===== config.mk =====
export PLATFORM = sky130hd
export DESIGN_NAME = depth_sensor_zero_and_monitor
export DESIGN_NICKNAME = d
export VERILOG_FILES = /design/src/hw/rtl/dszm_pkg.sv /design/src/hw/rtl/dszm_state.sv /design/src/hw/rtl/dszm_depth.sv /design/src/hw/rtl/depth_sensor_zero_and_monitor.sv
export SDC_FILE = /design/constraint.sdc
export NUM_CORES = 2
export LEC_CHECK = 0
export BUFFER_PORTS_ARGS = -buffer_cell sky130_fd_sc_hd__buf_2
export CORE_ASPECT_RATIO = 1.4
export CORE_MARGIN = 10
export CORE_UTILIZATION = 55
export CTS_CLUSTER_SIZE = 8
export DETAILED_ROUTE_END_ITERATION = 7
export PLACE_DENSITY_LB_ADDON = 0.05
export SYNTH_ARGS = -nofsm -noshare
export SYNTH_HDL_FRONTEND = slang
export SYNTH_SLANG_ARGS = --single-unit
export TNS_END_PERCENT = 5

===== constraint.sdc =====
create_clock -name clock -period 43.7 [get_ports clock]
set_clock_uncertainty 0.05 [all_clocks]
set_input_delay 8.74 -clock clock [delete_from_list [all_inputs] [get_ports clock]]
set_output_delay 8.74 -clock clock [all_outputs]
set_load 0.01 [all_outputs]

===== src/hw/rtl/dszm_pkg.sv =====
`default_nettype none

package dszm_pkg;

   // field and register widths
   localparam int CMD_W   = 3;
   localparam int PRESS_W = 20;
   localparam int TEMP_W  = 15;
   localparam int FAULT_W = 8;
   localparam int SCALE_W = 20;
   localparam int DEPTH_W = 25;
   localparam int LEVEL_W = 21;
   localparam int COUNT_W = 6;
   localparam int DIFF_W  = LEVEL_W + 1;

   // stream payload widths (the tdata widths are whole bytes)
   localparam int REQ_DATA_W = 40;
   localparam int REQ_USER_W = CMD_W;
   localparam int RSP_DATA_W = 48;
   localparam int CSR_IDX_W  = 1;
   localparam int CSR_DATA_W = SCALE_W;

   // zeroing schedule defaults
   localparam int DISCARD_SAMPLES_DEF  = 20;
   localparam int LAST_ZERO_SAMPLE_DEF = 40;

   // register reset values
   localparam logic [FAULT_W-1:0] FAULT_COUNT_RST = 8'd3;
   localparam logic [SCALE_W-1:0] DEPTH_SCALE_RST = 20'd670293;

   // depth scale is Q16
   localparam int SCALE_FRAC = 16;

   typedef enum logic [CMD_W-1:0] {
      CMD_SAMPLE    = 3'd0,
      CMD_COMM_FAIL = 3'd1,
      CMD_POLL      = 3'd2,
      CMD_RECAL     = 3'd3,
      CMD_INIT_DONE = 3'd4,
      CMD_FATAL     = 3'd5
   } cmd_type;

   typedef enum logic [1:0] {
      MODE_UNINIT  = 2'd0,
      MODE_ZEROING = 2'd1,
      MODE_RUNNING = 2'd2
   } mode_type;

   typedef enum logic [1:0] {
      ERR_NONE     = 2'd0,
      ERR_COMM     = 2'd1,
      ERR_OVERRUN  = 2'd2,
      ERR_FATAL    = 2'd3
   } err_type;

   typedef enum logic [CSR_IDX_W-1:0] {
      CSR_FAULT_COUNT = 1'b0,
      CSR_DEPTH_SCALE = 1'b1
   } csr_type;

   // status flags reported with every result
   typedef struct packed {
      logic    reading_valid;
      logic    zeroing;
      err_type error_event;
      logic    error_recoverable;
      logic    new_reading;
   } status_type;

   // handoff from the state update stage to the depth stage
   typedef struct packed {
      logic [DIFF_W-1:0] diff;
      logic [TEMP_W-1:0] temperature;
      status_type        status;
   } mid_type;

endpackage

`default_nettype wire


===== src/hw/rtl/dszm_state.sv =====
`default_nettype none

module dszm_state #(
   parameter int DISCARD_SAMPLES  = dszm_pkg::DISCARD_SAMPLES_DEF,
   parameter int LAST_ZERO_SAMPLE = dszm_pkg::LAST_ZERO_SAMPLE_DEF
) (
   input  wire                               clock,
   input  wire                               reset,
   input  wire                               in_vld,
   output logic                              in_rdy,
   input  dszm_pkg::cmd_type                 cmd,
   input  wire  [dszm_pkg::PRESS_W-1:0]      pressure,
   input  wire  [dszm_pkg::TEMP_W-1:0]       temperature,
   input  wire                               sensor_busy,
   input  wire  [dszm_pkg::FAULT_W-1:0]      fault_count,
   output logic                              mid_vld,
   input  wire                               mid_rdy,
   output dszm_pkg::mid_type                 mid
);

   localparam int CNT1_W = dszm_pkg::COUNT_W + 1;
   localparam int BLEND_W = 25;
   localparam int RECIP_W = 32;
   localparam int RECIP_SHIFT = 35;
   localparam int PROD_W = BLEND_W + RECIP_W;
   localparam logic [RECIP_W-1:0] RECIP_TEN = 32'hCCCC_CCCD;
   localparam logic [CNT1_W-1:0] SEED_N = CNT1_W'(DISCARD_SAMPLES + 1);
   localparam logic [CNT1_W-1:0] LAST_N = CNT1_W'(LAST_ZERO_SAMPLE);
   localparam logic [dszm_pkg::FAULT_W-1:0] SAT_MAX = '1;

   dszm_pkg::mode_type               mode_ff, mode_in;
   logic [dszm_pkg::COUNT_W-1:0]     zcnt_ff, zcnt_in;
   logic [dszm_pkg::LEVEL_W-1:0]     level_ff, level_in;
   logic [dszm_pkg::LEVEL_W-1:0]     lastp_ff, lastp_in;
   logic [dszm_pkg::TEMP_W-1:0]      lastt_ff, lastt_in;
   logic [dszm_pkg::FAULT_W-1:0]     bad_ff, bad_in;
   logic [dszm_pkg::FAULT_W-1:0]     age_ff, age_in;
   logic                             recal_ff, recal_in;
   logic                             seen_ff, seen_in;
   dszm_pkg::err_type                err;
   logic                             recov;

   logic                             mid_vld_ff;
   dszm_pkg::mid_type                mid_ff, mid_in;

   logic                             in_fire;
   logic [CNT1_W-1:0]                zcnt_inc;
   logic [BLEND_W-1:0]               blend;
   logic [PROD_W-1:0]                blend_prod;
   logic [dszm_pkg::LEVEL_W-1:0]     blend_div;

   assign in_rdy  = !mid_vld_ff || mid_rdy;
   assign in_fire = in_vld && in_rdy;

   // surface filter: (7*s + 3*p) / 10 via exact reciprocal multiply
   assign zcnt_inc   = {1'b0, zcnt_ff} + CNT1_W'(1);
   assign blend      = BLEND_W'(level_ff) * BLEND_W'(7) + BLEND_W'(pressure) * BLEND_W'(3);
   assign blend_prod = PROD_W'(blend) * PROD_W'(RECIP_TEN);
   assign blend_div  = blend_prod[RECIP_SHIFT +: dszm_pkg::LEVEL_W];

   // next state for one event
   always_comb begin
      mode_in  = mode_ff;
      zcnt_in  = zcnt_ff;
      level_in = level_ff;
      lastp_in = lastp_ff;
      lastt_in = lastt_ff;
      bad_in   = bad_ff;
      age_in   = age_ff;
      recal_in = recal_ff;
      seen_in  = seen_ff;
      err      = dszm_pkg::ERR_NONE;
      recov    = 1'b0;
      case (cmd)
         dszm_pkg::CMD_SAMPLE: begin
            if (mode_ff == dszm_pkg::MODE_ZEROING) begin
               zcnt_in = zcnt_inc[dszm_pkg::COUNT_W-1:0];
               if (zcnt_inc <= LAST_N) begin
                  if (zcnt_inc == SEED_N) begin
                     level_in = dszm_pkg::LEVEL_W'(pressure);
                  end else if (zcnt_inc > SEED_N) begin
                     level_in = blend_div;
                  end
               end else begin
                  mode_in = dszm_pkg::MODE_RUNNING;
               end
            end else if (mode_ff == dszm_pkg::MODE_RUNNING) begin
               lastp_in = dszm_pkg::LEVEL_W'(pressure);
               lastt_in = temperature;
               age_in   = '0;
               bad_in   = '0;
               seen_in  = 1'b1;
            end
         end
         dszm_pkg::CMD_COMM_FAIL: begin
            if (mode_ff == dszm_pkg::MODE_ZEROING) begin
               // losing the sensor mid-calibration is not recoverable
               mode_in = dszm_pkg::MODE_UNINIT;
               err     = dszm_pkg::ERR_COMM;
            end else if (mode_ff == dszm_pkg::MODE_RUNNING) begin
               bad_in = (bad_ff != SAT_MAX) ? bad_ff + 1'b1 : bad_ff;
               if (bad_in >= fault_count) begin
                  err   = dszm_pkg::ERR_COMM;
                  recov = 1'b1;
               end
            end
         end
         dszm_pkg::CMD_POLL: begin
            if (mode_ff == dszm_pkg::MODE_RUNNING) begin
               age_in = (age_ff != SAT_MAX) ? age_ff + 1'b1 : age_ff;
               if (sensor_busy) begin
                  err   = dszm_pkg::ERR_OVERRUN;
                  recov = 1'b1;
               end else if (recal_ff) begin
                  recal_in = 1'b0;
                  age_in   = fault_count;
                  zcnt_in  = '0;
                  mode_in  = dszm_pkg::MODE_ZEROING;
               end
            end
         end
         dszm_pkg::CMD_RECAL: begin
            recal_in = 1'b1;
         end
         dszm_pkg::CMD_INIT_DONE: begin
            mode_in = dszm_pkg::MODE_ZEROING;
            zcnt_in = '0;
         end
         dszm_pkg::CMD_FATAL: begin
            mode_in = dszm_pkg::MODE_UNINIT;
            err     = dszm_pkg::ERR_FATAL;
         end
         default: begin
         end
      endcase

      // result fields from the updated state
      mid_in.diff        = {1'b0, lastp_in} - {1'b0, level_in};
      mid_in.temperature = lastt_in;
      mid_in.status.reading_valid     = (mode_in == dszm_pkg::MODE_RUNNING) &&
                                        (age_in < fault_count);
      mid_in.status.zeroing           = (mode_in == dszm_pkg::MODE_ZEROING);
      mid_in.status.error_event       = err;
      mid_in.status.error_recoverable = recov;
      mid_in.status.new_reading       = seen_in;
   end

   // state registers, updated once per accepted transaction
   always_ff @(posedge clock) begin
      if (reset) begin
         mode_ff  <= dszm_pkg::MODE_UNINIT;
         zcnt_ff  <= '0;
         level_ff <= '0;
         lastp_ff <= '0;
         lastt_ff <= '0;
         bad_ff   <= '0;
         age_ff   <= dszm_pkg::FAULT_COUNT_RST;
         recal_ff <= 1'b0;
         seen_ff  <= 1'b0;
      end else if (in_fire) begin
         mode_ff  <= mode_in;
         zcnt_ff  <= zcnt_in;
         level_ff <= level_in;
         lastp_ff <= lastp_in;
         lastt_ff <= lastt_in;
         bad_ff   <= bad_in;
         age_ff   <= age_in;
         recal_ff <= recal_in;
         seen_ff  <= seen_in;
      end
   end

   // handoff register toward the depth stage
   always_ff @(posedge clock) begin
      if (reset) begin
         mid_vld_ff <= 1'b0;
      end else if (in_rdy) begin
         mid_vld_ff <= in_vld;
      end
   end

   always_ff @(posedge clock) begin
      if (in_fire) begin
         mid_ff <= mid_in;
      end
   end

   assign mid_vld = mid_vld_ff;
   assign mid     = mid_ff;

   // recoverable flag only rides on a real error
   a_recov_has_err: assert property (@(posedge clock) disable iff (reset)
      mid_vld_ff && mid_ff.status.error_recoverable |->
         mid_ff.status.error_event != dszm_pkg::ERR_NONE)
      else $error("recoverable flag without error");

   // a reading is never valid while zeroing
   a_valid_not_zeroing: assert property (@(posedge clock) disable iff (reset)
      mid_vld_ff |-> !(mid_ff.status.zeroing && mid_ff.status.reading_valid))
      else $error("valid reading during zeroing");

   // fatal fault always drops to uninitialized
   a_fatal_uninit: assert property (@(posedge clock) disable iff (reset)
      in_fire && cmd == dszm_pkg::CMD_FATAL |=> mode_ff == dszm_pkg::MODE_UNINIT)
      else $error("fatal fault did not deinitialize");

   // init done restarts zeroing from the first sample
   a_init_restart: assert property (@(posedge clock) disable iff (reset)
      in_fire && cmd == dszm_pkg::CMD_INIT_DONE |=>
         mode_ff == dszm_pkg::MODE_ZEROING && zcnt_ff == '0)
      else $error("init done did not restart zeroing");

   // a stalled handoff keeps its contents
   a_mid_hold: assert property (@(posedge clock) disable iff (reset)
      mid_vld_ff && !mid_rdy |=> mid_vld_ff && $stable(mid_ff))
      else $error("handoff register changed while stalled");

endmodule

`default_nettype wire


===== src/hw/rtl/dszm_depth.sv =====
`default_nettype none

module dszm_depth (
   input  wire                               clock,
   input  wire                               reset,
   input  wire                               mid_vld,
   output logic                              mid_rdy,
   input  dszm_pkg::mid_type                 mid,
   input  wire  [dszm_pkg::SCALE_W-1:0]      depth_scale,
   output logic                              rsp_vld,
   input  wire                               rsp_rdy,
   output logic [dszm_pkg::RSP_DATA_W-1:0]   rsp_data
);

   localparam int PROD_W = dszm_pkg::DIFF_W + dszm_pkg::SCALE_W + 1;
   localparam int PAD_W  = dszm_pkg::RSP_DATA_W - dszm_pkg::DEPTH_W - dszm_pkg::TEMP_W - 6;

   logic signed [PROD_W-1:0]          prod;
   logic [dszm_pkg::DEPTH_W-1:0]      depth_in;

   logic                              rsp_vld_ff;
   logic [dszm_pkg::DEPTH_W-1:0]      depth_ff;
   logic [dszm_pkg::TEMP_W-1:0]       temp_ff;
   dszm_pkg::status_type              status_ff;

   // signed pressure offset times Q16 scale, floor by arithmetic shift
   assign prod     = PROD_W'($signed(mid.diff)) *
                     PROD_W'($signed({1'b0, depth_scale}));
   assign depth_in = prod[dszm_pkg::SCALE_FRAC +: dszm_pkg::DEPTH_W];

   assign mid_rdy = !rsp_vld_ff || rsp_rdy;

   // result register
   always_ff @(posedge clock) begin
      if (reset) begin
         rsp_vld_ff <= 1'b0;
      end else if (mid_rdy) begin
         rsp_vld_ff <= mid_vld;
      end
   end

   always_ff @(posedge clock) begin
      if (mid_rdy && mid_vld) begin
         depth_ff  <= depth_in;
         temp_ff   <= mid.temperature;
         status_ff <= mid.status;
      end
   end

   assign rsp_vld  = rsp_vld_ff;
   assign rsp_data = {{PAD_W{1'b0}},
                      status_ff.new_reading,
                      status_ff.error_recoverable,
                      status_ff.error_event,
                      status_ff.zeroing,
                      status_ff.reading_valid,
                      temp_ff,
                      depth_ff};

endmodule

`default_nettype wire


===== src/hw/rtl/depth_sensor_zero_and_monitor.sv =====
`default_nettype none

// Channel  Dir  Ports                                 Contents
// req      in   req_tvalid/req_tready/req_tdata/      one sensor event
//               req_tuser
// rsp      out  rsp_tvalid/rsp_tready/rsp_tdata       depth, temperature, status
// csr      in   csr_we/csr_index/csr_wdata            fault_count, depth_scale
//
// One event per clock while the result side keeps up. The state update
// (including the surface filter's reciprocal multiply) settles in the
// accept cycle into the handoff register; the depth multiply sits in the
// following stage and feeds the result register behind rsp_tvalid.
// Synchronous reset clears mode, the zeroing and bad-read counters and
// both valid stages. With rsp_tready low, the result and handoff registers
// hold up to two transactions; req_tready drops once both are full.

module depth_sensor_zero_and_monitor #(
   parameter int DISCARD_SAMPLES  = dszm_pkg::DISCARD_SAMPLES_DEF,
   parameter int LAST_ZERO_SAMPLE = dszm_pkg::LAST_ZERO_SAMPLE_DEF
) (
   input  wire                                clock,
   input  wire                                reset,
   input  wire                                req_tvalid,
   output logic                               req_tready,
   // [19:0] pressure, [34:20] temperature, [35] sensor_busy
   input  wire  [dszm_pkg::REQ_DATA_W-1:0]    req_tdata,
   // [2:0] command
   input  wire  [dszm_pkg::REQ_USER_W-1:0]    req_tuser,
   output logic                               rsp_tvalid,
   input  wire                                rsp_tready,
   // [24:0] depth_mm, [39:25] temperature_out, [40] reading_valid,
   // [41] zeroing, [43:42] error_event, [44] error_recoverable,
   // [45] new_reading
   output logic [dszm_pkg::RSP_DATA_W-1:0]    rsp_tdata,
   input  wire                                csr_we,
   input  wire  [dszm_pkg::CSR_IDX_W-1:0]     csr_index,
   input  wire  [dszm_pkg::CSR_DATA_W-1:0]    csr_wdata
);

   localparam int TEMP_LO = dszm_pkg::PRESS_W;
   localparam int BUSY_BIT = dszm_pkg::PRESS_W + dszm_pkg::TEMP_W;

   logic [dszm_pkg::FAULT_W-1:0]  fault_count_ff;
   logic [dszm_pkg::SCALE_W-1:0]  depth_scale_ff;

   logic                          mid_vld;
   logic                          mid_rdy;
   dszm_pkg::mid_type             mid;

   // configuration registers
   always_ff @(posedge clock) begin
      if (reset) begin
         fault_count_ff <= dszm_pkg::FAULT_COUNT_RST;
         depth_scale_ff <= dszm_pkg::DEPTH_SCALE_RST;
      end else if (csr_we) begin
         case (dszm_pkg::csr_type'(csr_index))
            dszm_pkg::CSR_FAULT_COUNT: fault_count_ff <= csr_wdata[dszm_pkg::FAULT_W-1:0];
            dszm_pkg::CSR_DEPTH_SCALE: depth_scale_ff <= csr_wdata[dszm_pkg::SCALE_W-1:0];
            default: begin
            end
         endcase
      end
   end

   // event decode and state update
   dszm_state #(
      .DISCARD_SAMPLES  (DISCARD_SAMPLES),
      .LAST_ZERO_SAMPLE (LAST_ZERO_SAMPLE)
   ) u_state (
      .clock       (clock),
      .reset       (reset),
      .in_vld      (req_tvalid),
      .in_rdy      (req_tready),
      .cmd         (dszm_pkg::cmd_type'(req_tuser)),
      .pressure    (req_tdata[dszm_pkg::PRESS_W-1:0]),
      .temperature (req_tdata[TEMP_LO +: dszm_pkg::TEMP_W]),
      .sensor_busy (req_tdata[BUSY_BIT]),
      .fault_count (fault_count_ff),
      .mid_vld     (mid_vld),
      .mid_rdy     (mid_rdy),
      .mid         (mid)
   );

   // depth scaling and result register
   dszm_depth u_depth (
      .clock       (clock),
      .reset       (reset),
      .mid_vld     (mid_vld),
      .mid_rdy     (mid_rdy),
      .mid         (mid),
      .depth_scale (depth_scale_ff),
      .rsp_vld     (rsp_tvalid),
      .rsp_rdy     (rsp_tready),
      .rsp_data    (rsp_tdata)
   );

endmodule

`default_nettype wire


* Word level (Yosys, flattened, before mapping)
Cells that the tools add are included.
** Word-level totals
- Output and inout bits :: 50
- Logic and storage cells :: 131
- Bits in registers :: 202
- Input bits :: 69
** Cells by class
- Add/subtract/negate cells :: 5
- Bitwise logic cells :: 1
- Multiply operators :: 4
- Eq/ne operators :: 20
- Multiplexer cells :: 54
- Reduce and logical (&&, ||, !) cells :: 16
- Order comparisons :: 4
** Operators with widths (number)
- 21-bit two-way mux :: 8
- 8-bit two-way mux :: 11
- 25-bit by 32-bit multiplier with 56-bit output, second input constant :: 1
- 15-bit two-way mux :: 3
- 22-bit by 21-bit multiplier with 41-bit output :: 1
- 8-bit one-hot mux with 2 select lines :: 2
- 24-bit by 22-bit adder with 25-bit output :: 1
- 21-bit by 3-bit multiplier with 24-bit output, second input constant :: 1
- 6-bit two-way mux :: 4
- 20-bit by 2-bit multiplier with 22-bit output, second input constant :: 1
- 21-bit by 21-bit subtractor with 22-bit output :: 1
- 2-bit two-way mux :: 10
- 6-bit one-hot mux with 3 select lines :: 1
- 8-bit by 1-bit adder with 8-bit output, second input constant :: 2
- 8-bit inequality test, second input constant :: 2
- 6-bit AND reduction :: 2
- 1-bit two-way mux :: 11
- 2-bit by 1-bit inequality test with 1-bit output, second input constant :: 5
- 2-bit one-hot mux with 5 select lines :: 1
- 8-bit >= comparator :: 1
- 8-bit < comparator :: 1
- 6-bit by 1-bit adder with 7-bit output, second input constant :: 1
- 7-bit by 5-bit equality test with 1-bit output, second input constant :: 1
- 7-bit by 5-bit > comparator with 1-bit output, second input constant :: 1
- other kinds (18) :: 31

* Depth between registers and ports, before layout
- Word-level depth :: 9
- Depth in mapped cells :: 57
- Gate-level depth less buffers :: 57

* Hierarchy
From an unflattened synthesis, not the netlist that was laid out.
** Second synthesis, totals
- Cells, all modules :: 4125
- Area, all modules :: 37872.6 µm²
** By module, submodules not included
- dszm_state :: instances 1, seq. area each 2972.9 µm², area each 19576.3 µm², cells an instance 2232
- dszm_depth :: instances 1, seq. area each 1401.3 µm², area each 17108.9 µm², cells an instance 1779
- depth_sensor_zero_and_monitor :: instances 1, seq. area each 560.5 µm², area each 1187.4 µm², cells an instance 114

* Worst setup path before layout
OpenSTA, ideal clock, no wires.
- Path kind :: input to register
- Start point :: in req_tdata[2] (netlist bit)
- End point :: reg u_state.mid_ff (netlist bit u_state.mid[39]), data pin
- Cell stages on the path :: 50
- Arrival :: 20115 ps
- Slack :: 23276 ps
- Path buffers :: 0
- Library setup time :: 259 ps
- Data required time :: 43391 ps
- Cell sequence :: inv_1 > fa_1 > inv_1 > fa_1 > inv_1 > fa_1 > inv_1 > ha_1 > nor2b_1 > o21ai_0 > a21o_1 > a21oi_1 > o211ai_1 > a21boi_0 > o21ai_0 > a21boi_0 > o21a_1 > nor2_1 > (+14 left out) > or4_1 > nand2b_4 > or3_4 > nand4_1 > and2_1 > xnor2_1 > a22o_1 > a32oi_1 > ha_1 > a21o_1 > a21o_1 > a21oi_1 > nand4bb_1 > o21ai_0 > o221ai_1 > a211o_1 > a21oi_1 > xnor2_1
** RTL lines
- start, declared :: RTL line depth_sensor_zero_and_monitor.sv:26 : input wire [dszm_pkg::REQ_DATA_W-1:0] req_tdata,
- end signal, assigned :: RTL line dszm_state.sv:184 : mid_ff <= mid_in;
- end, declared :: RTL line dszm_state.sv:44 : dszm_pkg::mid_type mid_ff, mid_in;

==> run metrics <==
WL final 95.0 mm; grt met1 use 28.0%; layout cell share with drive strength beyond 1 6.21%; placed cell areas 38500 µm²; most frequent cell after synthesis inv_1; Simple-Gate Fraction of Synth Area 13.1%; RSZ-0062 raised after global routing no; GRT met2 Usage 47.7%; worst path arrival time 22.59 ns; Compound-Gate Fraction of Synth Area 8.30%; FMAX 0.0448 GHz; Area Growth Syn to Fin 6.15%; num ports 119; Hold-fix buffers, CTS 0; r2r startpoint u_state.level_ff[1]; CTS tree done; Post-synth EDFFs 89; setup TNS 0 ns; reg2reg end u_state.mid[41]; Clock Tree Buf Depth 3; Final Critical Period 22.32 ns; Post-CTS Resized 0; sequential element share of the synthesized area 13.3%; Max Slew Vio Count 0; Starting Density 55.6%; die width 239 µm; most frequent CP cell fa_1; DR iter-0 viols 1284; status complete, no violations; drt pass-1 iters 5; clock sink count 202; r2r worst-path depth 53; largest net degree at the start of global routing 72; CP required 43.97 ns; hold path depth 0; cell taking the most area after synthesis fa_1; # Max-Cap Violations 0; global route hottest layer met2; Yosys warnings 0; GRT Overall Usage 25.1%; Via Count 26600; final setup fails 0; ys flop type dfxtp_1; CTS root buffer clkbuf_16; worst min path class flip-flop to flip-flop; RePlAce Congestion 0.927; Post-Syn Instances 4038; Post-CTS Setup Bufs 0; initial antenna violation count 13; nets 5224; first-pass GRT wire length 155 mm; post-route antenna net violation count 0; slowest cell on the critical path fa_1; Final Hold Viols 0; CP Max Fanout 5; post-synth top area share 37.1%; Post-route DRC 0; main combinational cell family by area after synthesis adder cells; met3 Use GR 3.01%; design area 39300 µm²; core box area 66700 µm²; Synth area leaders fa_1, ha_1, inv_1; TritonCTS Buffers 29; Crit. End Element flip-flop; CP max stage delay 0.63 ns; worst hold start u_state.mid[17]; Synth Area in XOR/XNOR 2.53%; R2R Setup Slk 29.32 ns; row count 112; slew margin rel. 25.5%; Wirelength per Cell 19.2 µm; # H-tree levels 1; detailed placer's ending HPWL 78.9 mm; Synth Area in Adders 50.1%; Syn Std Cell Area 37100 µm²; Port Buffers 112; fillers 6075; mux contribution to synthesized area 1.47%; area of the multi-input gates 28000 µm²; Die Area 78300 µm²; clk_lat worst skew 0.59 ns; vias in the first global route 29000; crit start category input pin; Post-synth top cells inv_1, fa_1, nand2_1, ha_1, and2_1; Slew @ Worst Pin 1.12 ns; Final Cycle Share 51.1%; Crit Path Class input pin to flip-flop; Hold EP u_depth.temp_ff[11]; Reg clk slew, reported paths 0.05 ns; grt ovf 0; Die Height 327 µm; synthesized area per cell 9.18 µm²; Reg area 4930 µm²; number of distinct library cells after synthesis 80; vias per cell 5.37; Async SR Flop Fraction 0%; Yosys reg bits 202
==> worst max-delay path, delay by kind of cell <==
kind | cells | cell delay, ns
fa+ha+maj | 13 | 5.98
compound gates | 22 | 5.63
buf+inv | 10 | 0.95
simple gates | 6 | 0.82
xor+xnor | 3 | 0.46
==> worst max-delay path by stage <==
stage / from / to / slack [ns] / depth (start not counted)
6_report: req_tdata[2] / u_state.mid[41] / 21.38 / 54
5_1_grt: req_tdata[2] / u_state.mid[41] / 20.46 / 54
4_1_cts: req_tdata[2] / u_state.mid[41] / 20.75 / 53
3_5_place_dp: req_tdata[2] / u_state.mid[41] / 20.24 / 53
3_3_place_gp: req_tdata[2] / u_state.mid[41] / 20.34 / 53
2_1_floorplan: req_tdata[2] / u_state.mid[39] / 23.28 / 50
==> flip-flops by register name, summed over array words and instances, names as in the netlist, 15 cells and up <==
signal	cells
depth_scale_ff	20
u_depth.temp_ff	15
u_state.mid	43
u_depth.depth_ff	25
u_state.lastp_ff	21
u_state.lastt_ff	15
u_state.level_ff	21
==> kinds of logic (layout without fill, tap and decap cells) <==
group                    count (synthesis)  in the layout
buffers and inverters                 1103           1167
multiplexers                            50             50
XOR/XNOR                               107            107
flip-flops                             202            202
AND/OR/NAND/NOR                       1015           1015
adder cells (fa/ha/maj)               1073           1073
other                                    1              4
AO/OA/AOI/OAI                          487            487
==> layout by cell type, fill, tap and decap left out, types with 34 or more instances in the layout <==
master,n
a21oi_1,190
nand3_1,34
inv_1,963
mux2_2,35
o21ai_0,85
dfxtp_1,113
xnor2_1,76
fa_1,686
ha_1,384
nor2_1,133
a21o_1,55
and2_1,219
buf_2,111
edfxtp_1,89
buf_4,42
nand2_1,483
==> through the flow <==
step | hold WS, ns | utilization (%) | worst slack, ns | instances
CTS | 0.367 | 59.0 | 20.75 | 4957
global placement | 0.351 | 57.7 | 20.34 | 4908
finish | 0.367 | 59.0 | 21.38 | 4960
global route | 0.371 | 59.0 | 20.46 | 4960
detailed placement | 0.356 | 57.7 | 20.24 | 4908
floorplan | 0.350 | - | 23.28 | 4039
==> final cells by class <==
type / count / share of cell area [%]
repair buffers: 154 / 2.23
inverters: 964 / 9.20
well taps: 855 / 2.72
diodes: 2 / 0.0127
flip-flops and latches: 202 / 12.5
clock buffers: 48 / 2.08
multi-input cells: 2734 / 71.2
clock inverters: 1 / 0.0509
==> routing by layer <==
layer	wire [µm]	up-vias	part of all wire (%)
met2	51800	516	55
met1	35800	13400	38
met3	3670	192	3.9
met5	127	-	0.13
met4	3640	22	3.8
li1	-	12500	-
Power is not shown: default switching activity piles up to over one toggle a cycle in this logic, so the estimate is an artifact.
